File: src/rtl/dns_query_name_encoder_macros.svh
// assertion macros for the dns query name encoder
`ifndef DNS_QUERY_NAME_ENCODER_MACROS_SVH
`define DNS_QUERY_NAME_ENCODER_MACROS_SVH

`ifndef SYNTHESIS

// same-cycle implication, checked out of reset
`define DQNE_ASSERT_IMPLIES(label, clk, rst, lhs, rhs) \
   label: assert property (@(posedge clk) disable iff (rst) (lhs) |-> (rhs)) \
      else $error("assertion failed: implication");

// next-cycle implication, checked out of reset
`define DQNE_ASSERT_NEXT(label, clk, rst, lhs, rhs) \
   label: assert property (@(posedge clk) disable iff (rst) (lhs) |=> (rhs)) \
      else $error("assertion failed: next-cycle implication");

`else

`define DQNE_ASSERT_IMPLIES(label, clk, rst, lhs, rhs)
`define DQNE_ASSERT_NEXT(label, clk, rst, lhs, rhs)

`endif

`endif

File: src/rtl/dqne_pkg.sv
package dqne_pkg;

   // name limit default
   localparam int MAX_NAME = 255;

   // header and encoding constants
   localparam logic [8:0] HDR_LEN      = 9'd12;
   localparam logic [7:0] DOT_CHAR     = 8'h2E;
   localparam logic [3:0] HDR_LAST     = 4'd11;
   localparam logic [2:0] END_LAST     = 3'd5;

   // function codes
   localparam logic [1:0] FUNC_START = 2'd0;
   localparam logic [1:0] FUNC_CHAR  = 2'd1;
   localparam logic [1:0] FUNC_END   = 2'd2;
   localparam logic [1:0] FUNC_NONE  = 2'd3;

   // register indexes
   localparam logic REG_TRANSACTION_ID = 1'b0;
   localparam logic REG_QUERY_TYPE     = 1'b1;

   localparam int CSR_ADDR_W = 3;

   typedef struct packed {
      logic [1:0] func;
      logic [7:0] name_char;
   } req_type;

   typedef struct packed {
      logic       write_enable;
      logic [8:0] address;
      logic [7:0] data;
      logic       last;
      logic       error;
      logic [8:0] total_length;
   } rsp_type;

   // fixed header bytes 2 to 11: flags 0x0100, qdcount 1, other counts 0
   function automatic logic [7:0] hdr_const_byte(input logic [3:0] idx);
      logic [7:0] b;
      b = 8'h00;
      unique case (idx)
         4'd2:    b = 8'h01;
         4'd5:    b = 8'h01;
         default: b = 8'h00;
      endcase
      return b;
   endfunction

endpackage

File: src/rtl/dns_query_name_encoder.sv
// DNS query name encoder. Builds an A/IN style query into packet memory as a
// stream of (address, byte) writes on the rsp channel. A start item gives 12
// results (the header), a name character gives one, an end item gives 5 or 6
// (last label length, zero terminator, type, class) with the query size on
// the final one. Results leave at one per cycle from a single output
// register while rsp_stall is low; a stall holds the current result. A new
// item is taken in the same cycle the previous one hands over its final
// result, so a character stream runs at one character per cycle while the
// output does not stall. Characters past the name limit are dropped and
// flagged with error. Registers: transaction_id at byte address 0,
// query_type at byte address 4.
`include "dns_query_name_encoder_macros.svh"

module dns_query_name_encoder #(
   parameter int MaxName = dqne_pkg::MAX_NAME
) (
   input  logic                                clock,
   input  logic                                reset,
   input  logic                                req_valid,
   output logic                                req_stall,
   input  dqne_pkg::req_type                   req_payload,
   output logic                                rsp_valid,
   input  logic                                rsp_stall,
   output dqne_pkg::rsp_type                   rsp_payload,
   input  logic                                psel,
   input  logic                                penable,
   input  logic                                pwrite,
   input  logic [dqne_pkg::CSR_ADDR_W-1:0]     paddr,
   input  logic [31:0]                         pwdata,
   output logic [31:0]                         prdata,
   output logic                                pready
);
   import dqne_pkg::*;

   localparam int NameCountW = $clog2(MaxName + 1);
   localparam logic [NameCountW-1:0] NameLimit = NameCountW'(MaxName);

   // configuration registers
   logic [15:0] transaction_id_ff, transaction_id_in;
   logic [15:0] query_type_ff, query_type_in;
   logic        csr_write;
   logic        csr_index;

   // current item and beat counter
   logic        item_valid_ff, item_valid_in;
   req_type     item_ff, item_in;
   logic [3:0]  beat_ff, beat_in;

   // name state
   logic [8:0]            label_start_ff, label_start_in;
   logic [7:0]            label_length_ff, label_length_in;
   logic [NameCountW-1:0] name_count_ff, name_count_in;

   // output register
   logic    rsp_valid_ff, rsp_valid_in;
   rsp_type rsp_ff, rsp_in;

   // datapath
   logic    advance, final_beat, done, accept;
   rsp_type res;
   logic       name_full, len_zero;
   logic [8:0] char_pos, end_base;
   logic [2:0] end_beat;

   // apb port
   assign csr_index = paddr[2];
   assign csr_write = psel && penable && pwrite;
   assign pready    = 1'b1;
   assign prdata    = (csr_index == REG_QUERY_TYPE) ? {16'h0000, query_type_ff}
                                                    : {16'h0000, transaction_id_ff};

   always_comb begin
      transaction_id_in = transaction_id_ff;
      query_type_in     = query_type_ff;
      if (csr_write) begin
         unique case (csr_index)
            REG_TRANSACTION_ID: transaction_id_in = pwdata[15:0];
            REG_QUERY_TYPE:     query_type_in     = pwdata[15:0];
            default:            ;
         endcase
      end
   end

   // handshake control
   assign advance   = item_valid_ff && (!rsp_valid_ff || !rsp_stall);
   assign done      = advance && final_beat;
   assign req_stall = item_valid_ff && !done;
   assign accept    = req_valid && !req_stall;

   // result of the current beat
   assign name_full = (name_count_ff >= NameLimit);
   assign len_zero  = (label_length_ff == 8'd0);
   assign char_pos  = label_start_ff + 9'd1 + {1'b0, label_length_ff};
   assign end_base  = len_zero ? label_start_ff : char_pos;
   assign end_beat  = beat_ff[2:0] + {2'b00, len_zero};

   always_comb begin
      res             = '0;
      final_beat      = 1'b1;
      label_start_in  = label_start_ff;
      label_length_in = label_length_ff;
      name_count_in   = name_count_ff;
      unique case (item_ff.func)
         FUNC_START: begin
            res.write_enable = 1'b1;
            res.address      = {5'd0, beat_ff};
            unique case (beat_ff)
               4'd0:    res.data = transaction_id_ff[15:8];
               4'd1:    res.data = transaction_id_ff[7:0];
               default: res.data = hdr_const_byte(beat_ff);
            endcase
            final_beat = (beat_ff == HDR_LAST);
            res.last   = final_beat;
            if (done) begin
               label_start_in  = HDR_LEN;
               label_length_in = 8'd0;
               name_count_in   = '0;
            end
         end
         FUNC_CHAR: begin
            res.last = 1'b1;
            if (name_full) begin
               res.error = 1'b1;
            end else begin
               if (done) begin
                  name_count_in = name_count_ff + NameCountW'(1);
               end
               if (item_ff.name_char == DOT_CHAR) begin
                  if (!len_zero) begin
                     res.write_enable = 1'b1;
                     res.address      = label_start_ff;
                     res.data         = label_length_ff;
                     if (done) begin
                        label_start_in  = char_pos;
                        label_length_in = 8'd0;
                     end
                  end
               end else begin
                  res.write_enable = 1'b1;
                  res.address      = char_pos;
                  res.data         = item_ff.name_char;
                  if (done) begin
                     label_length_in = label_length_ff + 8'd1;
                  end
               end
            end
         end
         FUNC_END: begin
            res.write_enable = 1'b1;
            unique case (end_beat)
               3'd0: begin
                  res.address = label_start_ff;
                  res.data    = label_length_ff;
               end
               3'd1: begin
                  res.address = end_base;
                  res.data    = 8'h00;
               end
               3'd2: begin
                  res.address = end_base + 9'd1;
                  res.data    = query_type_ff[15:8];
               end
               3'd3: begin
                  res.address = end_base + 9'd2;
                  res.data    = query_type_ff[7:0];
               end
               3'd4: begin
                  res.address = end_base + 9'd3;
                  res.data    = 8'h00;
               end
               default: begin
                  res.address = end_base + 9'd4;
                  res.data    = 8'h01;
               end
            endcase
            final_beat = (end_beat == END_LAST);
            res.last   = final_beat;
            if (final_beat) begin
               res.total_length = end_base + 9'd5;
            end
            if (done) begin
               label_start_in  = HDR_LEN;
               label_length_in = 8'd0;
               name_count_in   = '0;
            end
         end
         default: begin
            res.last = 1'b1;
         end
      endcase
   end

   // item register and beat counter
   always_comb begin
      item_valid_in = item_valid_ff;
      item_in       = item_ff;
      beat_in       = beat_ff;
      if (accept) begin
         item_valid_in = 1'b1;
         item_in       = req_payload;
         beat_in       = 4'd0;
      end else if (done) begin
         item_valid_in = 1'b0;
      end else if (advance) begin
         beat_in = beat_ff + 4'd1;
      end
   end

   // output register
   always_comb begin
      rsp_valid_in = rsp_valid_ff && rsp_stall;
      rsp_in       = rsp_ff;
      if (advance) begin
         rsp_valid_in = 1'b1;
         rsp_in       = res;
      end
   end

   assign rsp_valid   = rsp_valid_ff;
   assign rsp_payload = rsp_ff;

   // control and state registers
   always_ff @(posedge clock) begin
      if (reset) begin
         transaction_id_ff <= 16'h1234;
         query_type_ff     <= 16'h0001;
         item_valid_ff     <= 1'b0;
         beat_ff           <= 4'd0;
         label_start_ff    <= HDR_LEN;
         label_length_ff   <= 8'd0;
         name_count_ff     <= '0;
         rsp_valid_ff      <= 1'b0;
      end else begin
         transaction_id_ff <= transaction_id_in;
         query_type_ff     <= query_type_in;
         item_valid_ff     <= item_valid_in;
         beat_ff           <= beat_in;
         label_start_ff    <= label_start_in;
         label_length_ff   <= label_length_in;
         name_count_ff     <= name_count_in;
         rsp_valid_ff      <= rsp_valid_in;
      end
   end

   // payload registers
   always_ff @(posedge clock) begin
      item_ff <= item_in;
      rsp_ff  <= rsp_in;
   end

   // checks on the sequencer and result fields
   `DQNE_ASSERT_IMPLIES(a_multi_beat_func, clock, reset,
      item_valid_ff && (beat_ff != 4'd0),
      (item_ff.func == FUNC_START) || (item_ff.func == FUNC_END))
   `DQNE_ASSERT_IMPLIES(a_beat_range, clock, reset, item_valid_ff, beat_ff <= HDR_LAST)
   `DQNE_ASSERT_IMPLIES(a_size_on_last, clock, reset,
      rsp_valid_ff && (rsp_ff.total_length != 9'd0), rsp_ff.last)
   `DQNE_ASSERT_IMPLIES(a_error_no_write, clock, reset,
      rsp_valid_ff && rsp_ff.error, !rsp_ff.write_enable && rsp_ff.last)
   `DQNE_ASSERT_NEXT(a_done_frees_item, clock, reset,
      done && !accept, !item_valid_ff)

endmodule
File: config.mk
export PLATFORM = sky130hd
export DESIGN_NAME = dns_query_name_encoder
export DESIGN_NICKNAME = d
export VERILOG_FILES = /design/src/rtl/dqne_pkg.sv /design/src/rtl/dns_query_name_encoder.sv
export VERILOG_INCLUDE_DIRS = /design/src /design/src/rtl
export SDC_FILE = /design/constraint.sdc
export NUM_CORES = 1
export LEC_CHECK = 0
export BUFFER_PORTS_ARGS = -buffer_cell sky130_fd_sc_hd__buf_2
export CAP_MARGIN = 20
export CORE_MARGIN = 8
export CORE_UTILIZATION = 25
export DETAILED_ROUTE_END_ITERATION = 16
export GPL_TIMING_DRIVEN = 1
export PLACE_DENSITY = 0.38
export SLEW_MARGIN = 20
export SYNTH_ARGS = -nofsm -noshare
export SYNTH_HDL_FRONTEND = slang
export SYNTH_SLANG_ARGS = --single-unit
File: constraint.sdc
create_clock -name clock -period 5.1 [get_ports clock]
set_clock_uncertainty 0.15 [all_clocks]
set_input_delay 0.51 -clock clock [delete_from_list [all_inputs] [get_ports clock]]
set_output_delay 0.51 -clock clock [all_outputs]
set_load 0.02 [all_outputs]
Word level (Yosys, flattened, before mapping)
Cells that the tools add are included.

Reduce and logical (&&, ||, !) cells: 28. Bitwise operators: 2. $lt $le $gt $ge: 1. Add/subtract/negate cells: 11. Equality and inequality tests: 19. Muxes and demuxes: 30.

Operator list (number): one-hot mux 17 bit (5 select lines) (1); two-way mux 8 bit (8); two-way mux 18 bit (3); two-way mux 9 bit (6); one-hot mux 18 bit (3 select lines) (1); one-hot mux 8 bit (2 select lines) (3); adder 9 x 1 -> 9 bit, second input constant (2); adder 9 x 2 -> 9 bit, second input constant (2); adder 9 x 3 -> 9 bit, second input constant (2); one-hot mux 9 bit (2 select lines) (1); adder 8 x 1 -> 8 bit, second input constant (2); two-way mux 16 bit (1); adder 9 x 8 -> 9 bit (1); equality test 8 x 6 -> 1 bit, second input constant (1); greater-or-equal comparator 8 bit, second input constant (1); logical NOT 8 bit (1); inequality test 2 bit, second input constant (4); AND reduction 2 bit (4); AND reduction 4 bit (2); logical AND 1 bit (7); equality test 3 x 2 -> 1 bit, second input constant (2); equality test 3 bit, second input constant (2); inequality test 3 bit, second input constant (2); AND reduction 6 bit (1); other kinds (20) (31).

Bits in registers: 102.

Logic depth before layout (Yosys ltp)
Gate-level depths: netlist (run 1).

Depth in word-level cells: 10. Gate-level depth with buffers: 21. Depth with buffers taken out: 18.

Least setup slack after synthesis (run 1)
OpenSTA, ideal clock, no wires.

Path type: input port to flip-flop. Start point: input rsp_stall. End point: register label_length_ff[7]. Path buffers: 0. Data arrival time: 4.168 ns. Library setup time: 0.128 ns. Slack: 0.654 ns. Stages on the path: 7. Path through: a21boi_0 > nand2_1 > nor2b_1 > o31ai_1 > a31o_2 > a21oi_1 > nor2_1.

Word-level cells in the longest chain between the ends: 9.

Ends and longest elaborated chain: start, declared (line dns_query_name_encoder.sv:23) `input logic rsp_stall,`; logical NOT 1 bit (*) (line dns_query_name_encoder.sv:85) `assign advance = item_valid_ff && (!rsp_valid_ff || !rsp_stall);`; logical OR 1 bit (*) (line dns_query_name_encoder.sv:85); logical AND 1 bit (*) (line dns_query_name_encoder.sv:85); logical AND 1 bit (*) (line dns_query_name_encoder.sv:86) `assign done = advance && final_beat;`; two-way mux 8 bit (4 in series); one-hot mux 8 bit (2 select lines); end signal, assigned (line dns_query_name_encoder.sv:239) `label_length_ff <= label_length_in;`; end, declared (line dns_query_name_encoder.sv:51) `logic [7:0] label_length_ff, label_length_in;`.

Mark *: on every way between the ends. The rest lies on a longest branch, timed or not. The select of a mux whose other input is x is not followed. A chain may end at the register's enable or synchronous reset.

Final worst setup path (run 1)
Start point: register label_length_ff[1]. End point: output req_stall.

Word-level cells in the longest chain between the ends: 7.

Ends and longest elaborated chain: logical NOT 8 bit (line dns_query_name_encoder.sv:92) `assign len_zero = (label_length_ff == 8'd0);`; adder 3 x 1 -> 3 bit (line dns_query_name_encoder.sv:95) `assign end_beat = beat_ff[2:0] + {2'b00, len_zero};`; equality test 3 bit (line dns_query_name_encoder.sv:176) `final_beat = (end_beat == END_LAST);`; one-hot mux 1 bit (2 select lines) (line dns_query_name_encoder.sv:103) `unique case (item_ff.func)`; via final_beat (line dns_query_name_encoder.sv:59) `logic advance, final_beat, done, accept;`; logical AND 1 bit (line dns_query_name_encoder.sv:86); logical NOT 1 bit (line dns_query_name_encoder.sv:87) `assign req_stall = item_valid_ff && !done;`; logical AND 1 bit (line dns_query_name_encoder.sv:87); end, declared (line dns_query_name_encoder.sv:20) `output logic req_stall,`.

The timed path passes the listed nets, and every way through them passes these cells.

==> results_dict.tcl, run 1 <==
set metrics [dict create \
    clockPowerShare_pct 38.9 \
    htreeDepth 3 \
    endpoint_kind "output pin" \
    finalCritPeriodShare_pct 83.1 \
    die_height_um 176 \
    netSwitchingPower_uw 542 \
    cts_root_buf "clkbuf_16" \
    ys_seq_elements 102 \
    rows 58 \
    rr_startpoint "label_length_ff[1]$_SDFFE_PP0P_" \
    fin_cells 1156 \
    seq_area_frac_synth_pct 38.1 \
    intPower_uw 1310 \
    arrival_ns 3.58 \
    min_to "item_ff[6]$_DFFE_PP_" \
    route.vias.total 5706 \
    n_antenna_cell 0 \
    swShare_pct 29.3 \
    synthTopCellsByArea "dfxtp_1, edfxtp_1, nand2_1" \
    dp_cells 1140 \
    clock_sinks 102 \
    fill_cells 2771 \
    post-dp-hpwl_um 16400 \
    synth_top_area_share_pct 19.7 \
    yosysWarnings 0 \
    maxCapViolCount 0 \
    area_growth_syn_to_layout_pct 16.8 \
    syn_area_per_cell_um2 8.53 \
    status "finished clean" \
    timing.final.crit_period_ns 4.24 \
    ys.flop_type "dfxtp_1" \
    synth-edff-count 39 \
    drt-pass1-iter-count 4 \
    gp_congestion 0.798 \
    slew_violations 0 \
    vias_per_cell 4.94 \
    grt_pass1_vias 5785 \
    start_util_pct 25.4 \
    multi_input_area_um2 3640 \
    fmax_ghz 0.236 \
    drc 0 \
    hp-start "req_payload[6]" \
    ant_nets 0 \
    min_path_cells 1 \
    io_pins 116 \
    totalWireLength_um 22300 \
    grt_max_degree 56 \
    synthesis.area_um2 6390 \
    fin_tns_setup_ns 0 \
    r2r_slack_ns 0.96 \
    drt_iter0_markers 353 \
    clk_pin_slew_ns 0.08 \
    synthTopCellsByCount "nand2_1, nor2_1, a21oi_1" \
    p_comb_share_pct 12.8 \
    maxSlewHeadroom_pct 30.7 \
    cts_resized 0 \
    antenna_found_initial 0 \
    cts_tree "yes" \
    seqCellArea_um2 2430 \
    grtUsageTotal_pct 14.3 \
    critical_path_required_ns 4.44 \
    r2r_end "rsp_payload[27]$_DFFE_PP_" \
    path_max_fanout 9 \
    worstHoldPathType "input port to register" \
    wl_per_cell_um 19.3 \
    post-route-util_pct 29.7 \
    coreArea_um2 25100 \
    drive_gt1_share_pct 19.9 \
    worstSkewPairLatency_ns 0.36 \
    synthCells 749 \
    rr_worst_depth 16 \
    dieArea_um2 30900 \
    setup_viol_count_final 0 \
    grt_pass1_wl_um 34600 \
    clock_path_buffers 2 \
    async_flop_share_pct 0 \
    grt_overflow 0 \
    cp-start-kind "register" \
    hold_violations 0 \
    cts_buffers 9 \
    power.density_nw_per_um2 248 \
    synth_area_leader_cell "dfxtp_1" \
    ir_drop_mv 0.157 \
    cts_hold_buf 0 \
    power_leakage_uw 0.00280 \
    fin_nets 898 \
    postCtsSetupBuffers 0 \
    worst_slew_pin_slew_ns 1.03 \
    ys_types 78 \
    die_w_um 176 \
    p_seq_share_pct 48.3 \
    criticalPathCategory "register to output pin" \
    portBuffers 80 \
    synth_most_common_cell "nand2_1" \
    rsz0062_at_grt "false" \
]
cells by family (layout without fill, tap and decap cells):
family	Yosys count	after routing	synth area share (%)
DFF	102	102	38.1
and+or+nand+nor	280	280	20.8
AOI/OAI and AO/OA	201	201	20.7
other	2	17	0.118
muxes	30	30	5.23
adders and majority gates	25	25	5.13
buffers and inverters	80	142	5.97
xor gates and xnor gates	29	29	3.98
layout by cell type, fill, tap and decap left out, drive strengths merged, types with 15 or more instances in the layout:
| cell type | n |
|---|---|
| xnor2 | 15 |
| o21ai | 31 |
| mux2 | 24 |
| nand2 | 108 |
| edfxtp | 39 |
| nor3 | 21 |
| nor2 | 71 |
| inv | 21 |
| buf | 106 |
| conb | 17 |
| ha | 23 |
| dfxtp | 63 |
| nand3 | 19 |
| a21oi | 69 |
per-stage QoR:
| step | total power [uW] | cell area (um^2) | hold slack, ns | worst slack, ns |
|---|---|---|---|---|
| after floorplan | 1060 | 6440 | 0.292 | 0.654 |
| after global placement | 1150 | 7160 | 0.312 | 1.03 |
| after detailed placement | 1150 | 7160 | 0.315 | 0.994 |
| after CTS | 1880 | 7460 | 0.158 | 0.856 |
| after global routing | 1930 | 7460 | 0.156 | 0.705 |
| final | 1850 | 7460 | 0.172 | 0.862 |
worst max-delay path by stage:
stage	startpoint	end	slack (ns)
2_1_floorplan	rsp_stall	label_length_ff[7]$_SDFFE_PP0P_	0.65
3_3_place_gp	label_length_ff[1]$_SDFFE_PP0P_	rsp_payload[21]$_DFFE_PP_	1.03
3_5_place_dp	label_length_ff[1]$_SDFFE_PP0P_	rsp_payload[27]$_DFFE_PP_	0.99
4_1_cts	label_length_ff[1]$_SDFFE_PP0P_	req_stall	0.86
5_1_grt	label_length_ff[1]$_SDFFE_PP0P_	req_stall	0.70
6_report	label_length_ff[1]$_SDFFE_PP0P_	req_stall	0.86
registers in the layout, indices dropped and copies added, names as in the netlist:
| signal | flops |
|---|---|
| rsp_payload | 29 |
| query_type_ff | 16 |
| transaction_id_ff | 16 |
| item_ff | 10 |
| label_start_ff | 9 |
| label_length_ff | 8 |
| name_count_ff | 8 |
| beat_ff | 4 |
| item_valid_ff | 1 |
| rsp_valid | 1 |
power by group through the flow:
stage / Sequential (uW) / Clock [uW] / Combinational, uW
2_1_floorplan: 924 / 0 / 140
3_3_place_gp: 914 / 0 / 240
3_5_place_dp: 914 / 0 / 238
4_1_cts: 895 / 743 / 238
5_1_grt: 899 / 778 / 257
6_report: 895 / 721 / 237
per-layer routing:
| layer | track usage [%] | share of wire, % |
|---|---|---|
| met1 | 19.2 | 48 |
| met2 | 22.9 | 46 |
| met3 | 2.94 | 4.2 |
| met4 | 3.81 | 1.3 |
| met5 | 0 | 0 |
layout make-up:
cell class / count / share of cell area, %
multi-input combinational: 582 / 48.8
timing repair buffer: 106 / 7.98
tap: 330 / 5.54
clock inverter: 6 / 0.839
inverter: 20 / 1.01
sequential: 102 / 32.6
clock buffer: 10 / 3.20
critical path: stages (launching register included):
cell      delay [ns]
dfxtp_1         0.51
inv_1           0.13
ha_1            0.20
nor4b_4         0.13
nand2_2         0.09
inv_2           0.04
ha_1            0.17
ha_1            0.30
buf_4           0.18
or4bb_1         0.49
o211ai_1        0.38
nand2_1         0.14
buf_4           0.17
nand2_1         0.07
inv_1           0.05
buf_2           0.15
Note: power is estimated with default switching activity, not from simulation.
==> run 2, diff against run 1 <==
- ABC_AREA: unset -> 1
- PLACE_DENSITY: 0.38 -> 0.4
- clock period: 5.1 -> 3.63 ns (I/O delays scaled with it)
==> run 2 against run 1 <==
Critical path depth is 5 higher. Routed wire length fell by 6.4%. Register-to-register slack got worse by 0.68 ns. First-iteration DRC count grew 2.3%. Worst setup slack got worse by 0.58 ns. Critical endpoint is now rsp_payload[25]$_DFFE_PP_. Largest cell class unchanged.
==> results_dict.tcl, run 2 <==
set metrics [dict create \
    portBuffers 80 \
    vias_per_cell 4.56 \
    grt_overflow 0 \
    seq_area_frac_synth_pct 37.9 \
    crit_path_cell_trace "inv_1 > ha_1 > nor3b_4 > nand2_2 > clkinv_4 > ha_1 > ha_1 > nor2_2 > inv_1 > nor2_2 > inv_1 > fa_2 > nor2_1 > inv_1 > nor2_4 > xor2_1 > a21oi_1 > nand2_1 > nand2_1 > nand2_1" \
    grt_max_degree 35 \
    rows 58 \
    power.density_nw_per_um2 372 \
    ir_drop_mv 0.243 \
    fin_tns_setup_ns 0 \
    fmax_ghz 0.299 \
    async_flop_share_pct 0 \
    drt-pass1-iter-count 4 \
    synthTopCellsByArea "dfxtp_1, edfxtp_1, nand2_1" \
    synth-edff-count 39 \
    endpoint_kind "register" \
    worst_slew_pin_slew_ns 0.775 \
    crit_family "adder cells" \
    die_height_um 176 \
    multi_input_area_um2 3390 \
    clock_path_buffers 2 \
    setup_viol_count_final 0 \
    postCtsSetupBuffers 0 \
    arrival_ns 3.32 \
    die_w_um 176 \
    synthCells 865 \
    route.vias.total 5869 \
    largest_reg_flops 29 \
    grt_pass1_vias 5927 \
    worstHoldPathType "input port to register" \
    final_common_cell "nand2_1" \
    synth_most_common_cell "nand2_1" \
    critical_path_required_ns 3.60 \
    synth_area_leader_cell "dfxtp_1" \
    cts_buffers 9 \
    coreArea_um2 25200 \
    gp_congestion 0.814 \
    syn_area_per_cell_um2 7.41 \
    worst-path-buf-inv 5 \
    final.setup.worst_slack_ns 0.281 \
    timing.final.crit_period_ns 3.35 \
    slowest_stage "fa_2" \
    fill_cells 2799 \
    dieArea_um2 31000 \
    cp_common_cell "inv_1" \
    grt_pass1_wl_um 33300 \
    criticalPathCategory "register to register" \
    htreeDepth 3 \
    grtUsageTotal_pct 13.6 \
    yosysWarnings 0 \
    maxCapViolCount 0 \
    cts_hold_buf 0 \
    cts_resized 0 \
    holdWs_ns 0.0226 \
    ys_types 56 \
    power_leakage_uw 0.00316 \
    cpPeakStageDelay_ns 0.38 \
    slew_violations 0 \
    ant_nets 0 \
    finalCritPeriodShare_pct 92.3 \
    clock_sinks 102 \
    hold_violations 0 \
    area_growth_syn_to_layout_pct 16.7 \
    synthTopCellsByCount "nand2_1, inv_1, nor2_1" \
    cts_root_buf "clkbuf_16" \
    totalWireLength_um 20800 \
    synth_top_area_share_pct 19.7 \
    start_util_pct 25.5 \
    pre_cts_slack_ns 0.112 \
    cts_tree "yes" \
    n_antenna_cell 0 \
    ys_seq_elements 102 \
    antenna_found_initial 0 \
    ys.flop_type "dfxtp_1" \
    drc 0 \
    drive_gt1_share_pct 19.1 \
    io_pins 116 \
    post-dp-hpwl_um 15800 \
    seqCellArea_um2 2430 \
    status "finished clean" \
    wl_per_cell_um 16.2 \
    cp-startpoint "label_length_ff[0]$_SDFFE_PP0P_" \
    worstSkewPairLatency_ns 0.37 \
    maxSlewHeadroom_pct 48.2 \
    cp-start-kind "register" \
    synthesis.area_um2 6410 \
    drt_iter0_markers 361 \
    mostFrequentLayoutCells "nand2_1, inv_1, nor2_1, o21ai_0, buf_2" \
    rr_startpoint "label_length_ff[0]$_SDFFE_PP0P_" \
    hp-start "req_payload[7]" \
    fin_nets 1028 \
    path_max_fanout 3 \
    clk_pin_slew_ns 0.08 \
]
[run 2: changes by cell type in the layout (fill, tap and decap cells not counted), moves of 12 or more]
cell,change
nand2_2,+12
xnor2_1,-14
nor3_1,-14
inv_1,+80
nand3_1,+28
a22oi_1,-12
nand2_1,+75
o21ai_0,+51
mux2_2,-24
[run 2: cell families (layout without fill, tap and decap cells)]
kind of cell             after synthesis  after routing  synth area share [%]
AO/OA/AOI/OAI                        197            197                  17.6
XOR/XNOR                               8              8                  1.09
adder cells (fa/ha/maj)               25             25                  5.11
buffers and inverters                150            226                  10.3
flip-flops                           102            102                  37.9
other                                  2             17                 0.117
AND/OR/NAND/NOR                      381            381                  27.8
[run 2: path summary, 6_finish.rpt]
kind	end	slack (ns)	depth (start not counted)
worst max-delay path	rsp_payload[25]$_DFFE_PP_	0.28	20
worst min-delay path	item_ff[7]$_DFFE_PP_	0.02	1
worst max register to register	rsp_payload[25]$_DFFE_PP_	0.28	20
worst min register to register	label_length_ff[5]$_SDFFE_PP0P_	0.32	2
[run 2: metrics by stage]
step                power (uW)  utilization, %  std cells  cell area (um^2)
floorplan                 1660               -        880              6470
global placement          1830            28.6       1270              7190
detailed placement        1830            28.6       1270              7190
CTS                       2820            29.7       1286              7470
global route              2930            29.7       1286              7480
finish                    2780            29.7       1286              7480
[run 2: layout make-up]
class,instances,share of cell area [%]
Multi-Input combinational cell,628,45.3
Sequential cell,102,32.5
Timing Repair Buffer,100,7.36
Inverter,110,5.62
Tap cell,330,5.52
Clock buffer,10,3.06
Clock inverter,6,0.685
[run 2: report_power, final]
part           switching (uW)  total (uW)  internal [uW]  leakage [uW]
logic                     382         542            161       0.00214
clock network             496         977            481      0.000140
registers                26.3        1260           1240      0.000888
[run 2: metal layers]
layer	track usage, %	vias up	part of all wire, %
met1	17.5	2708	47
met2	22.5	127	46
li1	-	3014	-
met3	3.65	20	5.0
met5	0	-	0
met4	3.07	0	1.4
==> run 3, diff against run 2 <==
- HOLD_SLACK_MARGIN: unset -> 0.15
==> run 3 against run 2 <==
Global-route usage is 0.12 points higher. Critical path depth stayed put. Design area is 3.7% higher. Clock power hardly changed. Utilization is 1.1 points higher. Flip-flop and latch count stayed put. Die area stayed put. Combinational power is 4.2% higher. Count of clock-buffer cells in the layout stayed put. Maximum frequency hardly changed.
==> results_dict.tcl, run 3 (same netlist as run 2, synthesis figures left out) <==
set metrics [dict create \
    mostFrequentLayoutCells "nand2_1, inv_1, nor2_1, o21ai_0, buf_2" \
    slew_violations 0 \
    ant_nets 0 \
    setup_viol_count_final 0 \
    ir_drop_mv 0.242 \
    hold_violations 0 \
    clock_path_buffers 2 \
    totalWireLength_um 20900 \
    drive_gt1_share_pct 18.6 \
    die_height_um 176 \
    endpoint_kind "register" \
    rr_worst_depth 20 \
    fin_tns_setup_ns 0 \
    gp_congestion 0.814 \
    dieArea_um2 31000 \
    die_w_um 176 \
    post-dp-hpwl_um 15800 \
    rr_startpoint "label_length_ff[0]$_SDFFE_PP0P_" \
    grt_pass1_wl_um 33700 \
    cp-startpoint "label_length_ff[0]$_SDFFE_PP0P_" \
    grt_max_degree 35 \
    worstSkewPairLatency_ns 0.37 \
    clock_sinks 102 \
    antenna_found_initial 0 \
    cts_tree "yes" \
    io_pins 116 \
    start_util_pct 25.5 \
    fmax_ghz 0.299 \
    final_common_cell "nand2_1" \
    largest_reg_flops 29 \
    criticalPathCategory "register to register" \
    clk_pin_slew_ns 0.08 \
    drt_iter0_markers 357 \
    drc 0 \
    worstHoldPathType "input port to register" \
    critical_path_required_ns 3.60 \
    power.density_nw_per_um2 361 \
    grt_pass1_vias 6069 \
    route.vias.total 5955 \
    timing.final.crit_period_ns 3.35 \
    maxSlewHeadroom_pct 49.5 \
    r2r_end "rsp_payload[25]$_DFFE_PP_" \
    min_path_cells 2 \
    grt_overflow 0 \
    post-route-util_pct 30.8 \
    r2r_slack_ns 0.28 \
    finalCritPeriodShare_pct 92.3 \
    dp_cells 1270 \
    min_to "name_count_ff[0]$_SDFFE_PP0P_" \
    fin_nets 1056 \
    power_leakage_uw 0.00328 \
    vias_per_cell 4.53 \
    grtUsageTotal_pct 13.8 \
    cts_buffers 9 \
    drt-pass1-iter-count 5 \
    path_max_fanout 3 \
    fin_cells 1314 \
    maxCapViolCount 0 \
    portBuffers 80 \
    worst_slew_pin_slew_ns 0.754 \
    arrival_ns 3.32 \
    area_growth_syn_to_layout_pct 21.1 \
    rows 58 \
    n_antenna_cell 0 \
    coreArea_um2 25200 \
    cts_root_buf "clkbuf_16" \
    wl_per_cell_um 15.9 \
    status "finished clean" \
    htreeDepth 3 \
    hp-start "reset" \
    cp-start-kind "register" \
]
[run 3: timing repair]
action | in CTS | in global routing
hold buffers | 28 | 0
gates resized for setup | 0 | 4
setup buffers | 0 | 0
setup endpoints to repair | 0 | 3
hold endpoints to repair | 43 | 0
[run 3: worst max-delay path: stages, from the launching register on]
cell and delay (ns):
dfxtp_1 0.35, inv_1 0.07, ha_1 0.19, nor3b_4 0.15
nand2_2 0.10, clkinv_4 0.06, ha_1 0.18, ha_1 0.32
nor2_2 0.14, inv_1 0.08, nor2_2 0.12, inv_1 0.10
fa_2 0.38, nor2_1 0.11, inv_1 0.08, nor2_4 0.15
xor2_1 0.08, a21oi_1 0.12, nand2_1 0.06, nand2_1 0.06
nand2_1 0.06
[run 3: through the flow]
| stage | hold slack (ns) | area (um^2) | power, uW | setup slack (ns) |
|---|---|---|---|---|
| 2_1_floorplan | 0.294 | 6470 | 1660 | 0.266 |
| 3_3_place_gp | 0.305 | 7190 | 1830 | 0.148 |
| 3_5_place_dp | 0.308 | 7190 | 1830 | 0.112 |
| 4_1_cts | 0.308 | 7750 | 2850 | 0.0944 |
| 5_1_grt | 0.343 | 7760 | 2960 | -0.00659 |
| 6_report | 0.307 | 7760 | 2800 | 0.280 |
[run 3: worst max-delay path by stage]
stage	endpoint	depth (start not counted)
2_1_floorplan	rsp_payload[25]$_DFFE_PP_	20
3_3_place_gp	rsp_payload[25]$_DFFE_PP_	20
3_5_place_dp	rsp_payload[25]$_DFFE_PP_	20
4_1_cts	rsp_payload[25]$_DFFE_PP_	20
5_1_grt	rsp_payload[25]$_DFFE_PP_	20
6_report	rsp_payload[25]$_DFFE_PP_	20
[run 3: per-layer routing]
layer | GRT usage, % | vias to the layer above | part of all wire [%] | routed length (um)
li1 | - | 3073 | - | -
met2 | 23.0 | 110 | 47 | 9760
met4 | 3.07 | 0 | 1.4 | 294
met1 | 17.5 | 2752 | 48 | 10000
met3 | 3.52 | 20 | 4.1 | 864
met5 | 0 | - | 0 | 0
[run 3: where the power goes]
part / internal (uW) / switching, uW
Combinational: 180 / 385
Clock: 481 / 493
Sequential: 1240 / 26.3
[run 3: area by class of cell]
class                      count  area, um^2
clock buffer                  10         229
sequential                   102        2430
tap                          330         413
fill                        2772       17400
clock inverter                 6        51.3
multi-input combinational    628        3390
inverter                     110         420
timing repair buffer         128         831
